--- src/design/ffha_pkg.sv ---
// Shared types, constants and helpers for the first-fit heap allocator.
`default_nettype none
package ffha_pkg;

    localparam int HEAP_UNITS = 4096;
    localparam int UW = $clog2(HEAP_UNITS);     // unit index bits
    localparam int SW = UW + 1;                 // size / break bits

    localparam logic [1:0] ACT_ALLOC  = 2'd0;
    localparam logic [1:0] ACT_FREE   = 2'd1;
    localparam logic [1:0] ACT_RESIZE = 2'd2;

    localparam logic [1:0] ST_OK   = 2'd0;
    localparam logic [1:0] ST_OOM  = 2'd1;
    localparam logic [1:0] ST_ZERO = 2'd2;

    localparam logic [SW-1:0] LIMIT_RESET = SW'(HEAP_UNITS);

    typedef struct packed {
        logic          used;
        logic [SW-1:0] size;
    } t_hdr;

    typedef enum logic [4:0] {
        S_IDLE, S_DEC, S_F_CHK, S_F_EVAL, S_F_GROW, S_T_CUT, S_T_SPLIT, S_T_DONE,
        S_G_CHK, S_G_EVAL, S_G_FIN, S_R_WAIT, S_R_EVAL, S_R_NCHK, S_R_NXT, S_RESP
    } t_state;

    typedef enum logic [1:0] {W_HOLD, W_ZERO, W_U, W_STEP} t_wsel;
    typedef enum logic [2:0] {WR_NONE, WR_CAND, WR_SPLIT, WR_GROW, WR_GFIN} t_wr;

    typedef struct packed {
        logic  ld_req;
        t_wsel wsel;
        logic  tot_clr;
        logic  tot_add;
        logic  lat_find;
        logic  lat_orig;
        logic  lat_merge;
        t_wr   wr;
        logic  lat_result;
        logic  set_copy;
        logic  set_oom;
        logic  set_zero;
        logic  set_move;
        logic  out_load;
    } t_cmd;

    typedef struct packed {
        logic req_alloc;
        logic req_free;
        logic req_resize;
        logic loc_ok;
        logic bytes_zero;
        logic w_end;
        logic hdr_used;
        logic w_is_u;
        logic fit;
        logic grow_ok;
        logic split;
        logic orig_fits;
        logic next_fits;
        logic move;
        logic out_free;
    } t_sts;

    // payload offset of the chunk whose header sits at unit u, mod 64K
    function automatic logic [15:0] offset_of(input logic [UW-1:0] u);
        logic [UW-1:0] p;
        p = u + UW'(1);
        return {p, 4'b0000};
    endfunction

endpackage
`default_nettype wire

--- src/design/ffha_ctrl.sv ---
// Sequencer for the allocator: walks, splits, growth, merge and response.
`default_nettype none
module ffha_ctrl (
    input  wire logic          i_clk,
    input  wire logic          i_rst_n,
    input  wire logic          i_req_valid,
    output logic               o_req_ready,
    input  wire ffha_pkg::t_sts i_sts,
    output ffha_pkg::t_cmd     o_cmd,
    output ffha_pkg::t_state   o_state
);
    import ffha_pkg::*;

    t_state r_state, n_state;

    always_ff @(posedge i_clk) begin
        if (!i_rst_n) begin
            r_state <= S_IDLE;
        end else begin
            r_state <= n_state;
        end
    end

    always_comb begin
        n_state     = r_state;
        o_cmd       = '0;
        o_req_ready = 1'b0;
        case (r_state)
            S_IDLE: begin
                o_req_ready = 1'b1;
                if (i_req_valid) begin
                    o_cmd.ld_req = 1'b1;
                    n_state      = S_DEC;
                end
            end
            S_DEC: begin
                if (i_sts.req_alloc) begin
                    o_cmd.wsel = W_ZERO;
                    n_state    = S_F_CHK;
                end else if (i_sts.req_free) begin
                    if (i_sts.loc_ok) begin
                        o_cmd.wsel    = W_U;
                        o_cmd.tot_clr = 1'b1;
                        n_state       = S_G_CHK;
                    end else begin
                        n_state = S_RESP;
                    end
                end else if (i_sts.req_resize && i_sts.loc_ok) begin
                    o_cmd.wsel = W_U;
                    if (i_sts.bytes_zero) begin
                        o_cmd.set_zero = 1'b1;
                        o_cmd.tot_clr  = 1'b1;
                        n_state        = S_G_CHK;
                    end else begin
                        n_state = S_R_WAIT;
                    end
                end else begin
                    n_state = S_RESP;
                end
            end
            S_F_CHK:  n_state = i_sts.w_end ? S_F_GROW : S_F_EVAL;
            S_F_EVAL: begin
                if (i_sts.fit) begin
                    o_cmd.lat_find = 1'b1;
                    n_state        = S_T_CUT;
                end else begin
                    o_cmd.wsel = W_STEP;
                    n_state    = S_F_CHK;
                end
            end
            S_F_GROW: begin
                if (i_sts.grow_ok) begin
                    o_cmd.wr = WR_GROW;
                    n_state  = S_T_DONE;
                end else begin
                    o_cmd.set_oom = 1'b1;
                    n_state       = S_RESP;
                end
            end
            S_T_CUT: begin
                o_cmd.wr = WR_CAND;
                n_state  = i_sts.split ? S_T_SPLIT : S_T_DONE;
            end
            S_T_SPLIT: begin
                o_cmd.wr = WR_SPLIT;
                n_state  = S_T_DONE;
            end
            S_T_DONE: begin
                o_cmd.lat_result = 1'b1;
                if (i_sts.move) begin
                    // moved: report copy, then release the old chunk
                    o_cmd.set_copy = 1'b1;
                    o_cmd.wsel     = W_U;
                    o_cmd.tot_clr  = 1'b1;
                    n_state        = S_G_CHK;
                end else begin
                    n_state = S_RESP;
                end
            end
            S_G_CHK:  n_state = i_sts.w_end ? S_G_FIN : S_G_EVAL;
            S_G_EVAL: begin
                if (i_sts.hdr_used && !i_sts.w_is_u) begin
                    n_state = S_G_FIN;
                end else begin
                    o_cmd.tot_add = 1'b1;
                    o_cmd.wsel    = W_STEP;
                    n_state       = S_G_CHK;
                end
            end
            S_G_FIN: begin
                o_cmd.wr = WR_GFIN;
                n_state  = S_RESP;
            end
            S_R_WAIT: n_state = S_R_EVAL;
            S_R_EVAL: begin
                o_cmd.lat_orig = 1'b1;
                if (i_sts.orig_fits) begin
                    n_state = S_T_CUT;
                end else begin
                    o_cmd.wsel = W_STEP;
                    n_state    = S_R_NCHK;
                end
            end
            S_R_NCHK: begin
                if (i_sts.w_end) begin
                    o_cmd.set_move = 1'b1;
                    o_cmd.wsel     = W_ZERO;
                    n_state        = S_F_CHK;
                end else begin
                    n_state = S_R_NXT;
                end
            end
            S_R_NXT: begin
                if (i_sts.next_fits) begin
                    o_cmd.lat_merge = 1'b1;
                    n_state         = S_T_CUT;
                end else begin
                    o_cmd.set_move = 1'b1;
                    o_cmd.wsel     = W_ZERO;
                    n_state        = S_F_CHK;
                end
            end
            S_RESP: begin
                if (i_sts.out_free) begin
                    o_cmd.out_load = 1'b1;
                    n_state        = S_IDLE;
                end
            end
            default: n_state = S_IDLE;
        endcase
    end

    assign o_state = r_state;

endmodule
`default_nettype wire

--- config.mk ---
export PLATFORM = sky130hd
export DESIGN_NAME = ffha_ctrl
export DESIGN_NICKNAME = d
export VERILOG_FILES = /design/src/design/ffha_pkg.sv /design/src/design/ffha_ctrl.sv
export SDC_FILE = /design/constraint.sdc
export NUM_CORES = 1
export LEC_CHECK = 0
export BUFFER_PORTS_ARGS = -buffer_cell sky130_fd_sc_hd__buf_2
export CORE_MARGIN = 1
export CORE_UTILIZATION = 35
export DETAILED_ROUTE_END_ITERATION = 10
export PLACE_DENSITY = 0.67
export RECOVER_POWER = 100
export SYNTH_ARGS = -nofsm -noshare
export SYNTH_HDL_FRONTEND = slang
export SYNTH_SLANG_ARGS = --single-unit
--- constraint.sdc ---
create_clock -name i_clk -period 2.8 [get_ports i_clk]
set_clock_uncertainty 0.2 [all_clocks]
set_input_delay 0.28 -clock i_clk [delete_from_list [all_inputs] [get_ports i_clk]]
set_output_delay 0.28 -clock i_clk [all_outputs]
set_load 0.02 [all_outputs]
# Word level (Yosys, flattened, before mapping)
# Cells that the tools add are included.
dict set report word_totals {
  reg_bits 5
  word_cells 80
  input_bits 18
  output_inout_bits 23
}
dict set report classes {
  reduce_logical 5
  n_mux 57
  eq_ne 17
}
# op n
set op_table {}
lappend op_table {{$pmux W5 S16} 1}
lappend op_table {{$eq A5 B4 Y1 const B} 8}
lappend op_table {{$mux W3} 10}
lappend op_table {{$mux W1} 26}
lappend op_table {{$eq A5 B3 Y1 const B} 4}
lappend op_table {{$mux W5} 4}
lappend op_table {{$mux W2} 9}
lappend op_table {{$pmux W2 S7} 1}
lappend op_table {{$mux W4} 3}
lappend op_table {{$pmux W3 S4} 1}
lappend op_table {{$eq A5 B2 Y1 const B} 2}
lappend op_table {{$eq A5 B1 Y1 const B} 1}
lappend op_table {{$logic_not A5 Y1} 1}
lappend op_table {{$ne A2 B2 Y1 const B} 2}
lappend op_table {{$pmux W1 S2} 2}
lappend op_table {{$logic_and A1 B1 Y1} 2}
lappend op_table {{$reduce_and A2 Y1} 1}
lappend op_table {{$logic_not A1 Y1} 1}

# Depth between registers and ports, before layout
# Gate-level depths: netlist (run 1).
dict set report depth {
  depth_word 5
  ltp_mapped 6
  mapped_depth_nobuf 4
}

# Worst setup path after synthesis (run 1)
# OpenSTA, ideal clock, no wires.
dict set report synth_path {
  path_type {flip-flop to output port}
  startpoint {register r_state[1], in the netlist o_state[1]}
  endpoint {output o_cmd[16] in the netlist's numbering}
  slack_ns 0.565
  n_path_buf 1
  t_arrival_ns 1.755
  path_stages_with_launch 4
  t_required_ns 2.320
  path_cell_list {dfxtp_1 > buf_2 > nor4_1 > and2_1}
}
# item line
set synth_lines {}
lappend synth_lines {{from (decl)} ffha_ctrl.sv:14} ;# t_state r_state, n_state;
lappend synth_lines {{from (signal assigned)} ffha_ctrl.sv:20} ;# r_state <= n_state;
lappend synth_lines {{to (decl)} ffha_ctrl.sv:9} ;# output ffha_pkg::t_cmd o_cmd,

==> results of run 1 <==
[Yosys cell counts (all sizes together)]
cell type,count
a21oi,2
o22ai,1
a31oi,3
inv,8
o32ai,2
and4b,1
nand3b,1
dfxtp,4
maj3,1
nor4,5
or2,1
a21o,2
o2bb2ai,1
nor2,9
nand2b,8
a222oi,1
nand2,8
o21a,1
conb,1
nand3,1
a22oi,1
a211o,1
nor2b,3
a221oi,2
a211oi,2
and2,3
o211ai,1
nor3,8
o21ai,7
or3,1
buf,7
or2b,2
a311oi,1
[worst max path at each step]
stage	cells after the start	to	from	slack, ns
floorplan	3	o_cmd[16]	o_state[1]	0.56
global placement	5	o_cmd[15]	o_state[3]	0.65
detailed placement	5	o_cmd[15]	o_state[2]	0.62
CTS	5	o_cmd[15]	o_state[2]	0.37
global route	5	o_cmd[15]	o_state[3]	0.12
finish	4	o_cmd[2]	o_state[0]	0.32
[worst min-delay path, delay by kind of cell]
kind / cells / cell delay (ns)
buf+inv: 2 / 0.13
compound gates: 1 / 0.11
[layout by cell type (no fill, tap or decap), types with 2 or more instances in the layout]
master     n
buf_2     23
clkbuf_1  16
nor2_1     9
nand2_1    8
nor3_1     8
nand2b_1   7
inv_1      7
o21ai_0    7
nor4_1     5
dfxtp_1    4
nor2b_1    3
a31oi_1    3
clkbuf_4   3
or2b_1     2
and2_1     2
a221oi_1   2
a21oi_1    2
a21o_1     2
[stage by stage]
step | instance area [sq um] | cells | power, mW | utilization (%) | setup WS, ns
2_1_floorplan | 686.9 | 100 | 0.5588 | - | 0.5646
3_3_place_gp | 867.1 | 157 | 0.6720 | 48.63 | 0.6524
3_5_place_dp | 867.1 | 157 | 0.6754 | 48.63 | 0.6218
4_1_cts | 889.6 | 160 | 0.7516 | 49.89 | 0.3662
5_1_grt | 842.1 | 160 | 0.7841 | 47.23 | 0.1235
6_report | 842.1 | 160 | 0.7164 | 47.23 | 0.3198
[kinds of logic after synthesis]
group | Yosys count
AO/OA/AOI/OAI | 28
adder cells (fa/ha/maj) | 1
buffers and inverters | 15
flip-flops | 4
other | 1
AND/OR/NAND/NOR | 51
[cell type report]
class	instances	area (sq um)	share of cell area, %
Multi-Input combinational cell	81	500.5	59.44
Timing Repair Buffer	39	175.2	20.80
Tap cell	25	31.28	3.715
Inverter	8	32.53	3.863
Clock buffer	3	22.52	2.675
Sequential cell	4	80.08	9.510
[power groups by stage]
stage,registers [mW],logic [mW],clock network (mW)
floorplan,0.134,0.425,0
global placement,0.192,0.480,0
detailed placement,0.193,0.482,0
CTS,0.193,0.485,0.0742
global route,0.199,0.506,0.0784
finish,0.188,0.460,0.0691
[routing by layer]
metal | part of all wire [%] | up-vias
met1 | 46 | 404
met4 | 0.92 | 0
met5 | 0 | -
met3 | 3.5 | 2
li1 | - | 436
met2 | 50 | 21
==> qor.yml, run 1 <==
synthesis:
  netlist_area_sq_um: 686.9
  synth_compound_gate_area_share_pct: 30.05
  synthDistinctLibCells: 41
  synth_top_cell_area_share_pct: 11.66
  postSynthCellCount: 100
  muxShareOfSynthArea_pct: 0
  ys_seq_area_share_pct: 11.66
  synth_top_family_by_area: "simple AND/OR/NAND/NOR gates"
  synth_fa_ha_area_share_pct: 1.457
  yosysTopAreaCell: "dfxtp_1"
  synth-xor-area-share_pct: 0
  ys_seq_elements: 4
  yosys_warnings: 0
  synthSimpleGateAreaFrac_pct: 44.81
  syn_area_per_cell_sq_um: 6.869
  synth_area_leaders: "dfxtp_1 12%, nand2b_1 6.4%, nor3_1 5.8%"
  synth_fp_nets: 118
grt:
  grt_antenna_before_repair: 0
  grt_max_degree: 22
  use_met1_pct: 25.12
  first_global_vias: 748
  track_usage_pct: 20.32
  met2_usage_pct: 34.72
  met3_usage_pct: 1.176
  grt-busiest-layer: "met2"
  grt_first_pass_wirelength_um: 3139
  grt-ovfl-total: 0
setup_path:
  r2r_end: "o_state[2]"
  critPathTopFamily: "simple AND/OR/NAND/NOR gates"
  crit_buf_inv: 1
  crit_path_end_kind: "output port"
  worstPathRequired_ns: 2.32
  crit_arrival_ns: 2.00
  cpMaxStageDelayCell: "dfxtp_1"
  ff2ff_setup_slack_ns: 0.84
  r2r_cells: 4
  path_max_fanout: 18
  critPathMaxStageDelay_ns: 0.69
  crit_path_start_kind: "register"
  crit_chain: "nand2b_4 -> nor4_1 -> and4b_1 -> buf_2"
  r2r-start: "o_state[0]"
  path_class: "reg -> out"
place:
  globalplace.congestion: 0.8953
  io_buffers: 39
  hpwl_um: 1553
power_and_ir_drop:
  seqPwrFrac_pct: 26.2
  internal-power_mw: 0.3109
  peakVddDrop_v: 0.0004586
  leakagePower_nw: 0.3467
  combPwrFrac_pct: 64.2
  powerDensity_nw_per_um2: 850.8
  power_switching_mw: 0.4055
  p_clk_share_pct: 9.6
  swShare_pct: 56.60
detailed_routing:
  wl_um: 1948
  dr.pass1.iters: 4
  first_iter_violations: 21
  ant_nets: 0
  num_vias: 863
  wire_per_inst_um: 12.18
  drc: 0
  viasPerCell: 5.394
clock_tree:
  h-tree-depth: 1
  cts-hold-fix-buffers: 0
  cts_setup_buffers: 0
  cts_tree: "done"
  clkTransAtPathRegs_ns: 0.04
  clk_latency_ns: 0.23
  clock_path_buffers: 2
  clockRootBuffer: "clkbuf_4"
  cts-buffers-inserted: 3
  cts_sinks: 4
  cts.repair.resized: 0
hold_path:
  min-delay-start: "i_rst_n"
  min_to: "o_state[3]"
  hp-class: "in -> reg"
  whs_path_depth: 3
cells_and_area:
  nNetsFinal: 155
  area_growth_pct: 22.59
  fill_cells: 202
  layout-drive-gt1-share_pct: 22.96
  antenna_cells: 0
  largest_reg_flops: 4
sta:
  rsz0062_at_grt: "no"
  final.setup.tns_ns: 0
  slew_violations: 0
  setup_violations: 0
  fmax_mhz: 403.2
  finalCriticalPeriod_ns: 2.480
  hold_viol_final: 0
  final.period_utilization_pct: 88.58
  worst_pin_slew_ns: 0.6422
  slew_headroom_pct: 57.13
  whs_ns: 0.1366
floorplan:
  die_w_um: 46.30
  start_util_pct: 38.53
  coreArea_sq_um: 1783
  fp.dieH_um: 46.30
  dieArea_sq_um: 2144
  pin_count: 41
  rows: 15
flow_run:
  drv_cap: 0
outcome:
  status: "complete, no violations"
No activity file was read; power rests on OpenSTA's default activity.
==> run 2: changes to the inputs <==
--- a/config.mk
+++ b/config.mk
@@ -11,6 +11,7 @@
 export DETAILED_ROUTE_END_ITERATION = 10
 export PLACE_DENSITY = 0.67
 export RECOVER_POWER = 100
+export REMOVE_ABC_BUFFERS = 1
 export SYNTH_ARGS = -nofsm -noshare
 export SYNTH_HDL_FRONTEND = slang
 export SYNTH_SLANG_ARGS = --single-unit
==> constraint.sdc (replaced) <==
create_clock -name i_clk -period 2.5 [get_ports i_clk]
set_clock_uncertainty 0.2 [all_clocks]
set_input_delay 0.25 -clock i_clk [delete_from_list [all_inputs] [get_ports i_clk]]
set_output_delay 0.25 -clock i_clk [all_outputs]
set_load 0.05 [all_outputs]
==> qor.yml, run 2 (synthesized netlist as in run 1, its figures left out) <==
place:
  io_buffers: 39
  globalplace.congestion: 0.8774
  hpwl_um: 1685
grt:
  grt_antenna_before_repair: 0
  track_usage_pct: 21.58
  first_global_vias: 794
  grt_first_pass_wirelength_um: 3367
  grt_max_degree: 14
  grt-ovfl-total: 0
sta:
  rsz0062_at_grt: "no"
  slew_headroom_pct: 59.82
  hold_viol_final: 0
  worst_pin_slew_ns: 0.6052
  finalCriticalPeriod_ns: 2.304
  final.period_utilization_pct: 92.14
  setup_violations: 0
  fmax_mhz: 434.1
  slew_violations: 0
  whs_ns: 0.1197
  final.setup.tns_ns: 0
clock_tree:
  cts_setup_buffers: 0
  h-tree-depth: 1
  clkTransAtPathRegs_ns: 0.04
  cts_tree: "done"
  cts-hold-fix-buffers: 0
  cts.repair.resized: 0
  cts-buffers-inserted: 3
  clock_path_buffers: 2
  cts_sinks: 4
  clockRootBuffer: "clkbuf_4"
  clk_latency_ns: 0.24
detailed_routing:
  wl_um: 2130
  num_vias: 890
  viasPerCell: 5.427
  drc: 0
  wire_per_inst_um: 12.99
  ant_nets: 0
  first_iter_violations: 27
  dr.pass1.iters: 7
floorplan:
  start_util_pct: 38.53
  dieArea_sq_um: 2144
  pin_count: 41
  fp.dieH_um: 46.30
  die_w_um: 46.30
  rows: 15
  coreArea_sq_um: 1783
setup_path:
  critPathTopFamily: "flip-flops"
  crit_path_start_kind: "register"
  cpMaxStageDelayCell: "dfxtp_1"
  worstPathRequired_ns: 2.05
  crit_path_end_kind: "output port"
  ff2ff_setup_slack_ns: 0.56
  r2r_end: "o_state[1]"
  crit_chain: "nand2_1 -> nor4_2 -> a211oi_2 -> o211ai_1 -> buf_2"
  r2r_cells: 5
  crit_buf_inv: 1
  r2r-start: "o_state[0]"
  critPathMaxStageDelay_ns: 0.59
  path_max_fanout: 13
  crit_arrival_ns: 1.85
  path_class: "reg -> out"
flow_run:
  drv_cap: 0
cells_and_area:
  layout_common_cells: "19 x buf_2, 11 x clkbuf_1, 9 x nor2_1, 9 x clkbuf_2"
  layout-drive-gt1-share_pct: 30.94
  area_growth_pct: 30.60
  largest_reg_flops: 4
  nNetsFinal: 159
  final_common_cell: "buf_2"
  antenna_cells: 0
  final_core_util_pct: 50.32
hold_path:
  hp-class: "in -> reg"
  min_to: "o_state[3]"
  min-delay-start: "i_rst_n"
  whs_path_depth: 3
power_and_ir_drop:
  internal-power_mw: 0.3774
  p_clk_share_pct: 7.9
  peakVddDrop_v: 0.0005212
  powerDensity_nw_per_um2: 1153
  leakagePower_nw: 0.3854
  seqPwrFrac_pct: 16.6
  power_switching_mw: 0.6570
  combPwrFrac_pct: 75.5
  swShare_pct: 63.51
outcome:
  status: "complete, no violations"
-- run 2: cell count changes in the layout (fill, tap and decap cells not counted), sizes merged --
cell and delta:
clkbuf +4
-- run 2: worst max-delay path by stage --
stage	startpoint	endpoint	slack [ns]	depth (start not counted)
6_report	o_state[3]	o_cmd[15]	0.20	5
5_1_grt	o_state[3]	o_cmd[15]	0.03	5
3_3_place_gp	o_state[1]	o_cmd[14]	0.45	6
4_1_cts	o_state[3]	o_cmd[15]	0.19	5
3_5_place_dp	o_state[3]	o_cmd[15]	0.45	5
2_1_floorplan	o_state[2]	o_cmd[16]	-0.96	2
-- run 2: final cells by class --
class,count,area [sq um]
Clock buffer,3,22.52
Fill cell,187,885.9
Inverter,8,32.53
Multi-Input combinational cell,81,519.2
Sequential cell,4,80.08
Tap cell,25,31.28
Timing Repair Buffer,43,211.5
-- run 2: routing by layer --
metal	up-vias	wire, um	GRT usage (%)
li1	440	-	-
met1	405	935	28.77
met2	41	1044	34.44
met3	4	120	1.569
met4	0	29	10.59
met5	-	0	0
-- run 2: worst min-delay path, delay by kind of cell --
family	cells	cell delay, ns
compound gates	1	0.12
buf+inv	2	0.15
-- run 2: power groups by stage --
stage | sequential, mW | clock (mW) | combinational [mW]
after floorplan | 0.272 | 0 | 0.489
after global placement | 0.173 | 0 | 0.798
after detailed placement | 0.174 | 0 | 0.797
after CTS | 0.173 | 0.0835 | 0.799
after global routing | 0.181 | 0.0841 | 0.843
final | 0.172 | 0.0815 | 0.781
-- run 2: per-stage QoR --
step / instances / power, mW / setup slack [ns] / cell area, sq um
6_report: 164 / 1.034 / 0.1964 / 897.1
5_1_grt: 164 / 1.108 / 0.03493 / 897.1
3_3_place_gp: 161 / 0.9703 / 0.4499 / 897.1
3_5_place_dp: 161 / 0.9708 / 0.4534 / 897.1
4_1_cts: 164 / 1.055 / 0.1931 / 919.6
2_1_floorplan: 93 / 0.7604 / -0.9560 / 640.6
